**src/rtl/core/rplc_pkg.sv**
```systemverilog
// Shared constants and helpers for the raw pixel line packer.
// Holds mode, byte kind and register index codes and the CRC-16 byte update.
// No dependencies.
package rplc_pkg;

	// packing modes
	localparam logic [2:0] MODE_RAW8   = 3'd0;
	localparam logic [2:0] MODE_RAW10  = 3'd1;
	localparam logic [2:0] MODE_RAW12  = 3'd2;
	localparam logic [2:0] MODE_RAW14  = 3'd3;
	localparam logic [2:0] MODE_YUV422 = 3'd4;

	// byte kinds on the output stream
	localparam logic [1:0] KIND_HDR = 2'd0;
	localparam logic [1:0] KIND_PAY = 2'd1;
	localparam logic [1:0] KIND_CRC = 2'd2;

	// configuration register indexes
	localparam logic [1:0] REG_PIXEL_MODE  = 2'd0;
	localparam logic [1:0] REG_FORMAT_CODE = 2'd1;
	localparam logic [1:0] REG_LINE_WIDTH  = 2'd2;

	localparam logic [15:0] CRC_INIT = 16'hFFFF;

	// number of byte slots one pixel can produce
	localparam int SLOTS = 8;

	// reflected crc-16, polynomial 0x8408, one byte in closed form
	function automatic logic [15:0] crc_upd(input logic [15:0] crc, input logic [7:0] b);
		logic [7:0] x;
		x = crc[7:0] ^ b;
		x = x ^ {x[3:0], 4'b0000};
		crc_upd = {x, crc[15:8]} ^ {12'h000, x[7:4]} ^ {5'b00000, x, 3'b000};
	endfunction

endpackage

```
**src/rtl/core/raw_pixel_line_packer_crc16.sv**
```systemverilog
// Raw pixel line packer with per-line CRC-16, top level.
// Uses rplc_pkg for codes and the CRC byte update.
//
// Usage:
// Pixels enter on in_valid/in_ready with pixel, one per request. Packed
// bytes leave on out_valid/out_ready with out_byte, byte_kind, line_end
// and last, one byte per request. Registers are written on
// cfg_valid/cfg_ready (cfg_index, cfg_data); cfg_ready is always high and
// writes are meant for idle periods only.
// A pixel is taken into an input register, and once the result register is
// free all the bytes it causes (header, payload, crc, up to eight) are formed
// at once into that register, which is drained one byte per cycle while
// out_ready is high. The first byte is shown as soon as it is loaded.
// Throughput is set by the single-byte output port: a pixel holds it for
// as many bytes as it makes, at least one, so raw8 makes 1 byte per
// pixel, raw10 1.25 on average, raw12 1.5, raw14 1.75 and yuv422 2, plus
// 4 header bytes at each line start and 2 crc bytes at each line end. The next
// pixel is taken while the current result is still being drained.
// Reset clears the registers to mode raw8, format code 0, width 1, and
// starts a new line. When out_ready is low the shown byte holds and the
// input register fills and then drops in_ready.
module raw_pixel_line_packer_crc16
	import rplc_pkg::*;
(
	input  logic        clk,
	input  logic        arst_n,
	// configuration writes
	input  logic        cfg_valid,
	output logic        cfg_ready,
	input  logic [1:0]  cfg_index,
	input  logic [15:0] cfg_data,
	// pixel input
	input  logic        in_valid,
	output logic        in_ready,
	input  logic [15:0] pixel,
	// byte output
	output logic        out_valid,
	input  logic        out_ready,
	output logic [7:0]  out_byte,
	output logic [1:0]  byte_kind,
	output logic        line_end,
	output logic        last
);

	// configuration registers
	logic [2:0]  mode_q;
	logic [7:0]  fmt_q;
	logic [15:0] width_q;

	// derived line geometry
	logic [16:0] aligned_q;
	logic [15:0] bpl_q;
	logic [16:0] aligned_d;
	logic [18:0] bpl_d;
	logic [16:0] w_ext;

	// line state
	logic [15:0] pixel_index_q;
	logic [15:0] crc_q;
	logic [7:0]  residual_q;

	// input register
	logic [15:0] pix_s1;
	logic        vld_s1;

	// result register
	logic [7:0]  slot_byte_q [SLOTS];
	logic [1:0]  slot_kind_q [SLOTS];
	logic [3:0]  cnt_q;
	logic [2:0]  idx_q;
	logic        out_vld_q;

	// stage logic
	logic [2:0]  mode_n;
	logic [1:0]  pos;
	logic        hdr;
	logic        line_done;
	logic [7:0]  p0;
	logic [7:0]  p1;
	logic [3:0]  npay;
	logic [7:0]  residual_d;
	logic [15:0] crc_start;
	logic [15:0] crc_c1;
	logic [15:0] crc_c2;
	logic [3:0]  pay_start;
	logic [3:0]  pay_end;
	logic [3:0]  cnt_d;
	logic [7:0]  hdr_byte [4];
	logic [7:0]  slot_byte_d [SLOTS];
	logic [1:0]  slot_kind_d [SLOTS];
	logic [3:0]  jj;

	logic out_last;
	logic res_free;
	logic adv;

	// configuration write port
	assign cfg_ready = 1'b1;

	always_ff @(posedge clk or negedge arst_n) begin
		if (!arst_n) begin
			mode_q  <= MODE_RAW8;
			fmt_q   <= 8'h00;
			width_q <= 16'd1;
		end else if (cfg_valid && cfg_ready) begin
			unique case (cfg_index)
				REG_PIXEL_MODE:  mode_q  <= cfg_data[2:0];
				REG_FORMAT_CODE: fmt_q   <= cfg_data[7:0];
				REG_LINE_WIDTH:  width_q <= cfg_data;
				default: ;
			endcase
		end
	end

	// unknown modes behave as raw8
	assign mode_n = (mode_q <= MODE_YUV422) ? mode_q : MODE_RAW8;

	// rounded width and bytes per line
	always_comb begin
		w_ext = (width_q == 16'd0) ? 17'd1 : {1'b0, width_q};
		case (mode_n)
			MODE_RAW10, MODE_RAW14: aligned_d = (w_ext + 17'd3) & ~17'd3;
			MODE_RAW12:             aligned_d = (w_ext + 17'd1) & ~17'd1;
			default:                aligned_d = w_ext;
		endcase
		case (mode_n)
			MODE_RAW10:  bpl_d = {2'b00, aligned_d} + {4'b0000, aligned_d[16:2]};
			MODE_RAW12:  bpl_d = {2'b00, aligned_d} + {3'b000, aligned_d[16:1]};
			MODE_RAW14:  bpl_d = {2'b00, aligned_d} + {3'b000, aligned_d[16:1]}
			                     + {4'b0000, aligned_d[16:2]};
			MODE_YUV422: bpl_d = {1'b0, aligned_d, 1'b0};
			default:     bpl_d = {2'b00, aligned_d};
		endcase
	end

	always_ff @(posedge clk or negedge arst_n) begin
		if (!arst_n) begin
			aligned_q <= 17'd1;
			bpl_q     <= 16'd1;
		end else begin
			aligned_q <= aligned_d;
			bpl_q     <= bpl_d[15:0];
		end
	end

	// handshake between input register and result register
	assign out_last = ({1'b0, idx_q} == (cnt_q - 4'd1));
	assign res_free = !out_vld_q || (out_ready && out_last);
	assign adv      = vld_s1 && res_free;
	assign in_ready = !vld_s1 || adv;

	always_ff @(posedge clk or negedge arst_n) begin
		if (!arst_n) begin
			vld_s1 <= 1'b0;
		end else if (in_valid && in_ready) begin
			vld_s1 <= 1'b1;
		end else if (adv) begin
			vld_s1 <= 1'b0;
		end
	end

	always_ff @(posedge clk) begin
		if (in_valid && in_ready) begin
			pix_s1 <= pixel;
		end
	end

	// group position and line boundaries
	always_comb begin
		case (mode_n)
			MODE_RAW10, MODE_RAW14: pos = pixel_index_q[1:0];
			MODE_RAW12:             pos = {1'b0, pixel_index_q[0]};
			default:                pos = 2'd0;
		endcase
		hdr       = (pixel_index_q == 16'd0);
		line_done = (({1'b0, pixel_index_q} + 17'd1) >= aligned_q);
	end

	// payload bytes and residual byte by mode
	always_comb begin
		p0         = pix_s1[7:0];
		p1         = 8'h00;
		npay       = 4'd1;
		residual_d = residual_q;
		unique case (mode_n)
			MODE_RAW10: begin
				p0 = pix_s1[9:2];
				if (pos == 2'd0) begin
					residual_d = {6'b000000, pix_s1[1:0]};
				end else begin
					residual_d = residual_q | ({6'b000000, pix_s1[1:0]} << {pos, 1'b0});
				end
				p1 = residual_d;
				if (pos == 2'd3) begin
					npay = 4'd2;
				end
			end
			MODE_RAW12: begin
				p0 = pix_s1[11:4];
				if (pos == 2'd0) begin
					residual_d = {4'h0, pix_s1[3:0]};
				end else begin
					residual_d = residual_q | {pix_s1[3:0], 4'h0};
					npay       = 4'd2;
				end
				p1 = residual_d;
			end
			MODE_RAW14: begin
				p0 = pix_s1[13:6];
				case (pos)
					2'd0: begin
						residual_d = {2'b00, pix_s1[5:0]};
					end
					2'd1: begin
						p1         = residual_q | {pix_s1[1:0], 6'b000000};
						residual_d = {4'h0, pix_s1[5:2]};
						npay       = 4'd2;
					end
					2'd2: begin
						p1         = residual_q | {pix_s1[3:0], 4'h0};
						residual_d = {6'b000000, pix_s1[5:4]};
						npay       = 4'd2;
					end
					default: begin
						residual_d = residual_q | {pix_s1[5:0], 2'b00};
						p1         = residual_d;
						npay       = 4'd2;
					end
				endcase
			end
			MODE_YUV422: begin
				p0   = pix_s1[7:0];
				p1   = pix_s1[15:8];
				npay = 4'd2;
			end
			default: begin
				p0 = pix_s1[7:0];
			end
		endcase
	end

	// crc over this pixel's payload
	always_comb begin
		crc_start = hdr ? CRC_INIT : crc_q;
		crc_c1    = crc_upd(crc_start, p0);
		crc_c2    = (npay == 4'd2) ? crc_upd(crc_c1, p1) : crc_c1;
	end

	// lay the bytes of this pixel into slots
	always_comb begin
		hdr_byte[0] = fmt_q;
		hdr_byte[1] = bpl_q[7:0];
		hdr_byte[2] = bpl_q[15:8];
		hdr_byte[3] = 8'h00;
		pay_start   = hdr ? 4'd4 : 4'd0;
		pay_end     = pay_start + npay;
		cnt_d       = pay_end + (line_done ? 4'd2 : 4'd0);
		jj          = 4'd0;
		for (int j = 0; j < SLOTS; j++) begin
			jj = 4'(j);
			if (jj < pay_start) begin
				slot_byte_d[j] = hdr_byte[jj[1:0]];
				slot_kind_d[j] = KIND_HDR;
			end else if (jj == pay_start) begin
				slot_byte_d[j] = p0;
				slot_kind_d[j] = KIND_PAY;
			end else if (jj < pay_end) begin
				slot_byte_d[j] = p1;
				slot_kind_d[j] = KIND_PAY;
			end else if (jj == pay_end) begin
				slot_byte_d[j] = crc_c2[7:0];
				slot_kind_d[j] = KIND_CRC;
			end else begin
				slot_byte_d[j] = crc_c2[15:8];
				slot_kind_d[j] = KIND_CRC;
			end
		end
	end

	// line state update
	always_ff @(posedge clk or negedge arst_n) begin
		if (!arst_n) begin
			pixel_index_q <= 16'd0;
			crc_q         <= CRC_INIT;
			residual_q    <= 8'h00;
		end else if (adv) begin
			if (line_done) begin
				pixel_index_q <= 16'd0;
				crc_q         <= CRC_INIT;
				residual_q    <= 8'h00;
			end else begin
				pixel_index_q <= pixel_index_q + 16'd1;
				crc_q         <= crc_c2;
				residual_q    <= residual_d;
			end
		end
	end

	// result register control
	always_ff @(posedge clk or negedge arst_n) begin
		if (!arst_n) begin
			out_vld_q <= 1'b0;
			cnt_q     <= 4'd0;
			idx_q     <= 3'd0;
		end else if (adv) begin
			out_vld_q <= 1'b1;
			cnt_q     <= cnt_d;
			idx_q     <= 3'd0;
		end else if (out_vld_q && out_ready) begin
			if (out_last) begin
				out_vld_q <= 1'b0;
			end else begin
				idx_q <= idx_q + 3'd1;
			end
		end
	end

	// result slots
	always_ff @(posedge clk) begin
		if (adv) begin
			for (int j = 0; j < SLOTS; j++) begin
				slot_byte_q[j] <= slot_byte_d[j];
				slot_kind_q[j] <= slot_kind_d[j];
			end
		end
	end

	// byte output
	assign out_valid = out_vld_q;
	assign out_byte  = slot_byte_q[idx_q];
	assign byte_kind = slot_kind_q[idx_q];
	assign last      = out_last;
	assign line_end  = out_last && (slot_kind_q[idx_q] == KIND_CRC);

endmodule
```
**config.mk**
```make
export PLATFORM = sky130hd
export DESIGN_NAME = raw_pixel_line_packer_crc16
export DESIGN_NICKNAME = d
export VERILOG_FILES = /design/src/rtl/core/rplc_pkg.sv /design/src/rtl/core/raw_pixel_line_packer_crc16.sv
export SDC_FILE = /design/constraint.sdc
export NUM_CORES = 1
export LEC_CHECK = 0
export ABC_AREA = 1
export BUFFER_PORTS_ARGS = -buffer_cell sky130_fd_sc_hd__buf_2
export CAP_MARGIN = 40
export CORE_MARGIN = 1
export CORE_UTILIZATION = 63
export CTS_CLUSTER_DIAMETER = 30
export DETAILED_ROUTE_END_ITERATION = 12
export GPL_TIMING_DRIVEN = 0
export PLACE_DENSITY_LB_ADDON = 0.25
export RECOVER_POWER = 25
export SETUP_SLACK_MARGIN = 0.4
export SLEW_MARGIN = 20
export SYNTH_ARGS = -nofsm -noshare
export SYNTH_HDL_FRONTEND = slang
export SYNTH_SLANG_ARGS = --single-unit
```
**constraint.sdc**
```tcl
create_clock -name clk -period 6.5 [get_ports clk]
set_clock_uncertainty 0.15 [all_clocks]
set_input_delay 0 -clock clk [delete_from_list [all_inputs] [get_ports clk]]
set_output_delay 0 -clock clk [all_outputs]
set_load 0.01 [all_outputs]
```
==> impl_metrics.yaml, run 1 <==
floorplan:
  initial_utilization: 0.640
  horizontal_die_dimension_um: 151
  rows: 54
  boundaryPins: 54
  die_y_um: 151
  design.die.area_mm2: 0.0227
  core_area_mm2: 0.0218
cts:
  numCtsBuffers: 44
  ctsHtreeMaxLevel: 2
  root_buffer: "sky130_fd_sc_hd__clkbuf_16"
  worst_skew_pair.late_latency_ns: 0.55
  ctsLongestPathBuffers: 3
  cts.sinks: 202
  tritoncts: "built"
  clkTransAtPathRegs_ns: 0.05
pwr:
  p_sw_w: 0.00249
  power_per_cell_area_mw_per_mm2: 370
  p_clk_frac: 0.356
  worst_ir_drop_vdd_mv: 0.330
  power.share.switching: 0.401
  cellLeakagePower_nw: 7.86
  sequentialPowerShare: 0.259
  internal_power_w: 0.00372
  combinationalPowerShare: 0.385
sta:
  maxSlewViolCount: 104
  timing.setup.tns_ns: 0
  setup-violations-final: 0
  final_hold_viol_count: 0
  tightestPinTransition_ns: 4.18
  slew_headroom: -1.79
  rsz0062_at_grt: "false"
  fin_crit_sh: 0.886
  timing.final.crit_period_ns: 5.76
  maxClockFrequency_mhz: 174
detailed_routing:
  post-route-drc-count: 0
  vias: 14200
  detailed_routing_iterations_pass_1: 8
  routed_via_density: 6.06
  avgRoutedWirePerCell_um: 19.8
  drt_iter0_markers: 1272
  routed_wl_um: 46500
  detail-route-antenna-nets: 0
run_status:
  run_status: "finished, violations left"
  violations: "capacitance limit, slew limit"
setup_path:
  cpPeakStageDelay_ns: 0.62
  critPathArrivalTime_ns: 6.06
  crit_path_cell_trace: "ha_1, nand2_1, nor3_1, nand3_1, nor3_1, inv_1, nor2_1, inv_1, nor3_1, nand2_1, nor2_1, ha_1, a21oi_1, o21ai_0, a21oi_1, nand4_1, nor2_2, clkinv_1, buf_2, o22ai_1"
  timing.critical_path.from_type: "flip-flop"
  crit_slowest_cell: "sky130_fd_sc_hd__dfrtp_1"
  cp.buffers_inverters: 4
  cp.required_ns: 6.80
  setup.worst_path.end_class: "flip-flop"
  critical_path.max_fanout: 10
  crit_path_kind: "reg -> reg"
  timing.critical_path.depth: 20
  critical_path.most_common_cell: "sky130_fd_sc_hd__nor3_1"
  worst_path_dominant_cell_family: "simple AND/OR/NAND/NOR gates"
  worstRegToRegCells: 20
cells_and_area:
  final_layout_size_suffix_gt1_frac: 0.159
  post_layout_nonfiller_instances: 2346
  antenna-diode-count: 0
  final_nets: 2125
  post-route-util: 0.772
  fillers: 1575
  area.growth.synth_to_final_pct: 20.5
placed_design:
  hpwlAfterDp_um: 33500
  gp_routability_congestion: 1.05
  io_buffers: 52
  numPlacedInstances: 2206
grt:
  global_route_usage_over_all_layers: 0.415
  number_of_global_route_vias_before_repair: 13500
  grt_antenna_before_repair: 0
  globalRouteOverflowTotal: 0
  grt_first_pass_wirelength_um: 71100
  pin_count_of_the_biggest_net_entering_global_routing: 78
synth:
  synth.cell_area_mm2: 0.0139
  synth-seq-area-share: 0.398
  postSynthAreaPerCell_um2: 7.46
  post_syn_instances: 1869
  ys.warnings.count: 0
  synth_cell_type_count: 55
  synth_seq_cells: 202
hold_path:
  hold-path-cell-count: 2
  worst_hold_path_type: "in -> reg"
job:
  maxCapViolCount: 2
==> metrics by stage <==
step / power, W / area, um2 / hold slack (ns) / worst slack (ns)
floorplan: 0.00317 / 13900 / -0.446 / 1.53
global placement: 0.00376 / 14600 / 0.0258 / 0.525
detailed placement: 0.00382 / 14600 / -0.209 / 0.421
CTS: 0.00606 / 16600 / 0.00532 / 0.487
global route: 0.00652 / 16800 / 0.0358 / 0.321
finish: 0.00621 / 16800 / 0.0190 / 0.742
==> final cells by class <==
type,count,area [um2],area share
flip-flops and latches,202,5540,0.330
well taps,280,350,0.0209
clock buffers,45,1100,0.0658
multi-input cells,1352,7270,0.433
repair buffers,112,823,0.0490
clock inverters,37,409,0.0244
plain buffers,62,322,0.0192
inverters,256,966,0.0575
==> power groups by stage <==
stage,Sequential (W),Combinational (W),Clock [W]
after global placement,0.00162,0.00214,0
after detailed placement,0.00162,0.00220,0
after floorplan,0.00158,0.00159,0
after CTS,0.00160,0.00225,0.00221
after global routing,0.00162,0.00262,0.00228
final,0.00161,0.00239,0.00221
==> worst reg2reg max path, cell delays in order (launching register included) <==
cell                       delay (ns)
sky130_fd_sc_hd__dfrtp_1         0.62
sky130_fd_sc_hd__ha_1            0.27
sky130_fd_sc_hd__nand2_1         0.09
sky130_fd_sc_hd__nor3_1          0.38
sky130_fd_sc_hd__nand3_1         0.21
sky130_fd_sc_hd__nor3_1          0.18
sky130_fd_sc_hd__inv_1           0.08
sky130_fd_sc_hd__nor2_1          0.17
sky130_fd_sc_hd__inv_1           0.06
sky130_fd_sc_hd__nor3_1          0.24
sky130_fd_sc_hd__nand2_1         0.12
sky130_fd_sc_hd__nor2_1          0.19
sky130_fd_sc_hd__ha_1            0.29
sky130_fd_sc_hd__a21oi_1         0.14
sky130_fd_sc_hd__o21ai_0         0.09
sky130_fd_sc_hd__a21oi_1         0.16
sky130_fd_sc_hd__nand4_1         0.49
sky130_fd_sc_hd__nor2_2          0.58
sky130_fd_sc_hd__clkinv_1        0.59
sky130_fd_sc_hd__buf_2           0.39
sky130_fd_sc_hd__o22ai_1         0.15
==> state kept, by name (all words and copies together), names as in the netlist, 8 cells and up <==
signal / flops
residual_q: 8
bpl_q: 16
width_q: 16
pix_s1: 16
crc_q: 16
slot_kind_q: 13
slot_byte_q: 64
fmt_q: 8
aligned_q: 17
pixel_index_q: 16
==> cell usage in the layout (no fill, tap or decap), drive strengths merged, types with 82 or more instances in the layout <==
master and instances:
a21oi 82, buf 87, clkbuf 90, dfrtp 90
edfxtp 93, inv 257, nand2 499, nand3 152
nor2 176, o21ai 186
==> synth_stat cells (all sizes together) <==
cell,instances,area (um2)
nor4,10,62.6
or4,1,7.51
o31a,1,8.76
a21oi,82,410
o22ai,32,200
a21o,2,15.0
a22o,1,8.76
o21ai,186,953
inv,254,956
o31ai,5,37.5
and3,2,12.5
dfstp,19,499
conb,2,7.51
a31oi,16,100
nor2,176,711
o2111ai,9,78.8
a32o,1,10.0
or2,11,68.8
xor2,37,347
clkbuf,38,143
nor3,15,75.1
nand3,152,831
clkinv,2,7.51
nand2,499,2060
ha,54,676
o211ai,4,30.0
a211oi,3,22.5
nand4,24,156
dfrtp,90,2250
a221oi,3,26.3
a311oi,1,8.76
edfxtp,93,2790
o221ai,1,8.76
a22oi,2,15.0
and2,3,18.8
fa,2,40.0
a2bb2oi,2,17.5
buf,24,175
xnor2,7,61.3
o21a,3,22.5
==> timing repair <==
item,4_1_cts,5_1_grt
buffers inserted,0,12
hold buffers,43,0
hold endpoints to repair,157,0
setup endpoints to repair,1,6
pin swaps,0,10
cloned,0,0
gates resized for setup,2,28
==> path summary, 6_finish.rpt <==
path                                   from  slack [ns]          endpoint
setup / recovery           pixel_index_q[0]        0.74  pixel_index_q[5]
hold / removal                     pixel[9]        0.02         pix_s1[9]
setup reg to reg           pixel_index_q[0]        0.74  pixel_index_q[5]
hold reg to reg                      vld_s1        0.34         out_valid
max in group asynchronous            arst_n        1.35          bpl_q[6]
min in group asynchronous            arst_n        0.79         crc_q[13]
==> per-layer routing <==
metal	vias to the layer above	routed length, um	GRT usage
met3	177	4920	0.0836
met4	0	2230	0.202
li1	6549	-	-
met2	911	21300	0.668
met5	-	0	0
met1	6586	18100	0.534
==> kinds of logic after synthesis <==
group	share of synthesized area
AND/OR/NAND/NOR	0.287
flip-flops	0.398
AO/OA/AOI/OAI	0.142
adder cells (fa/ha/maj)	0.0514
buffers and inverters	0.0919
other	0.000539
XOR/XNOR	0.0293
Note: power is estimated with default switching activity, not from simulation.
==> inputs of run 2 (changes only) <==
--- a/config.mk
+++ b/config.mk
@@ -12,7 +12,7 @@
 export CORE_UTILIZATION = 63
 export CTS_CLUSTER_DIAMETER = 30
 export DETAILED_ROUTE_END_ITERATION = 12
-export GPL_TIMING_DRIVEN = 0
+export HOLD_SLACK_MARGIN = 0.08
 export PLACE_DENSITY_LB_ADDON = 0.25
 export RECOVER_POWER = 25
 export SETUP_SLACK_MARGIN = 0.4
==> impl_metrics.yaml, run 2 (synthesis gave the netlist of run 1 again) <==
cts:
  ctsHtreeMaxLevel: 2
  cts_setup_buffers: 0
  numCtsBuffers: 44
  root_buffer: "sky130_fd_sc_hd__clkbuf_16"
  worst_skew_pair.late_latency_ns: 0.54
  ctsLongestPathBuffers: 3
  tritoncts: "built"
  clkTransAtPathRegs_ns: 0.05
  cts.sinks: 202
pwr:
  sequentialPowerShare: 0.258
  power.share.switching: 0.385
  p_sw_w: 0.00241
  worst_ir_drop_vdd_mv: 0.246
  cellLeakagePower_nw: 7.88
  combinationalPowerShare: 0.376
  finalPower_w: 0.00626
  p_clk_frac: 0.367
  power_per_cell_area_mw_per_mm2: 372
  internal_power_w: 0.00385
sta:
  fin_crit_sh: 0.891
  tightestPinTransition_ns: 3.10
  timing.setup.tns_ns: 0
  final_hold_viol_count: 0
  slew_headroom: -1.07
  rsz0062_at_grt: "true"
  setup-violations-final: 0
  timing.final.crit_period_ns: 5.79
  maxClockFrequency_mhz: 173
  maxSlewViolCount: 97
grt:
  grt_first_pass_wirelength_um: 70200
  globalRouteOverflowTotal: 0
  pin_count_of_the_biggest_net_entering_global_routing: 64
  global_route_usage_over_all_layers: 0.406
  number_of_global_route_vias_before_repair: 13400
  grt_antenna_before_repair: 0
cells_and_area:
  regMostFlops: "slot_byte_q"
  most_frequent_cells_in_the_layout: "sky130_fd_sc_hd__nand2_1, sky130_fd_sc_hd__inv_1, sky130_fd_sc_hd__nor2_1, sky130_fd_sc_hd__o21ai_0, sky130_fd_sc_hd__nand3_1"
  largest_reg_flops: 64
  area.growth.synth_to_final_pct: 20.9
  final_layout_size_suffix_gt1_frac: 0.150
  antenna-diode-count: 0
  fillers: 1549
  layout_commonest_cell: "sky130_fd_sc_hd__nand2_1"
  reg.largest.list: "slot_byte_q x64, aligned_q x17"
  final_nets: 2098
  post_layout_nonfiller_instances: 2318
floorplan:
  rows: 54
  boundaryPins: 54
  die_y_um: 151
  design.die.area_mm2: 0.0227
  horizontal_die_dimension_um: 151
  core_area_mm2: 0.0218
  initial_utilization: 0.640
setup_path:
  cpPeakStageDelay_ns: 0.40
  critPathArrivalTime_ns: 6.08
  r2r-start: "width_q[1]"
  timing.critical_path.from_type: "flip-flop"
  timing.critical_path.from: "width_q[1]"
  crit_path_kind: "reg -> reg"
  critical_path.most_common_cell: "sky130_fd_sc_hd__nand2_1"
  setup.worst_path.end_class: "flip-flop"
  cp.required_ns: 6.78
  crit_slowest_cell: "sky130_fd_sc_hd__dfrtp_1"
  critical_path.max_fanout: 5
detailed_routing:
  drt_iter0_markers: 1484
  routed_via_density: 5.97
  detail-route-antenna-nets: 0
  avgRoutedWirePerCell_um: 19.5
  post-route-drc-count: 0
  vias: 13800
  detailed_routing_iterations_pass_1: 6
  routed_wl_um: 45300
hold_path:
  hp-start: "out_ready"
  worst_hold_path_type: "in -> reg"
run_status:
  run_status: "finished, violations left"
  violations: "capacitance limit, slew limit"
placed_design:
  io_buffers: 52
  numPlacedInstances: 2167
  gp_routability_congestion: 1.00
  hpwlAfterDp_um: 30400
job:
  maxCapViolCount: 2
-- run 2: metrics by stage --
step,worst slack [ns],instance area [um2],util,hold slack (ns)
2_1_floorplan,1.53,13900,-,-0.446
3_3_place_gp,0.928,14400,0.662,-0.0734
3_5_place_dp,0.767,14500,0.666,-0.0741
4_1_cts,0.692,16700,0.769,0.128
5_1_grt,0.339,16800,0.774,0.196
6_report,0.707,16800,0.774,0.138
-- run 2: power groups by stage --
| stage | Clock (W) | Combinational [W] | Sequential, W |
|---|---|---|---|
| after floorplan | 0 | 0.00159 | 0.00158 |
| after global placement | 0 | 0.00210 | 0.00162 |
| after detailed placement | 0 | 0.00214 | 0.00163 |
| after CTS | 0.00230 | 0.00222 | 0.00161 |
| after global routing | 0.00237 | 0.00260 | 0.00162 |
| final | 0.00229 | 0.00235 | 0.00161 |
-- run 2: path summary, 6_finish.rpt --
check                          endpoint  slack, ns  cells after the start
max                           bpl_q[14]       0.71                     37
min                            idx_q[1]       0.14                      4
max reg2reg                   bpl_q[14]       0.71                     37
min reg2reg                    cnt_q[3]       0.35                      2
max in group asynchronous  aligned_q[3]       1.63                      5
min in group asynchronous      crc_q[5]       0.96                      3
-- run 2: repair_timing --
action	CTS	global route
setup endpoints to repair	0	6
hold endpoints to repair	98	0
resized for setup	0	33
hold buffers	70	0
-- run 2: worst max-delay path, delay by kind of cell (launching register included) --
family / cells / cell delay (ns)
simple gates: 19 / 2.20
compound gates: 7 / 1.07
fa+ha+maj: 3 / 0.88
buf+inv: 6 / 0.60
flops: 1 / 0.40
xor+xnor: 2 / 0.39
-- run 2: layout make-up --
cell class | count | area [um2] | share of cell area
clock buffer | 55 | 1160 | 0.0690
clock inverter | 26 | 365 | 0.0217
inverter | 256 | 963 | 0.0572
multi-input combinational | 1352 | 7300 | 0.433
sequential | 202 | 5540 | 0.329
tap | 280 | 350 | 0.0208
timing repair buffer | 147 | 1160 | 0.0688
-- run 2: per-layer routing --
metal,wire length (um),share of wire,global-route usage
met1,17700,0.39,0.511
met2,21200,0.47,0.672
met3,4310,0.095,0.0806
met4,2040,0.045,0.186
met5,0,0,0
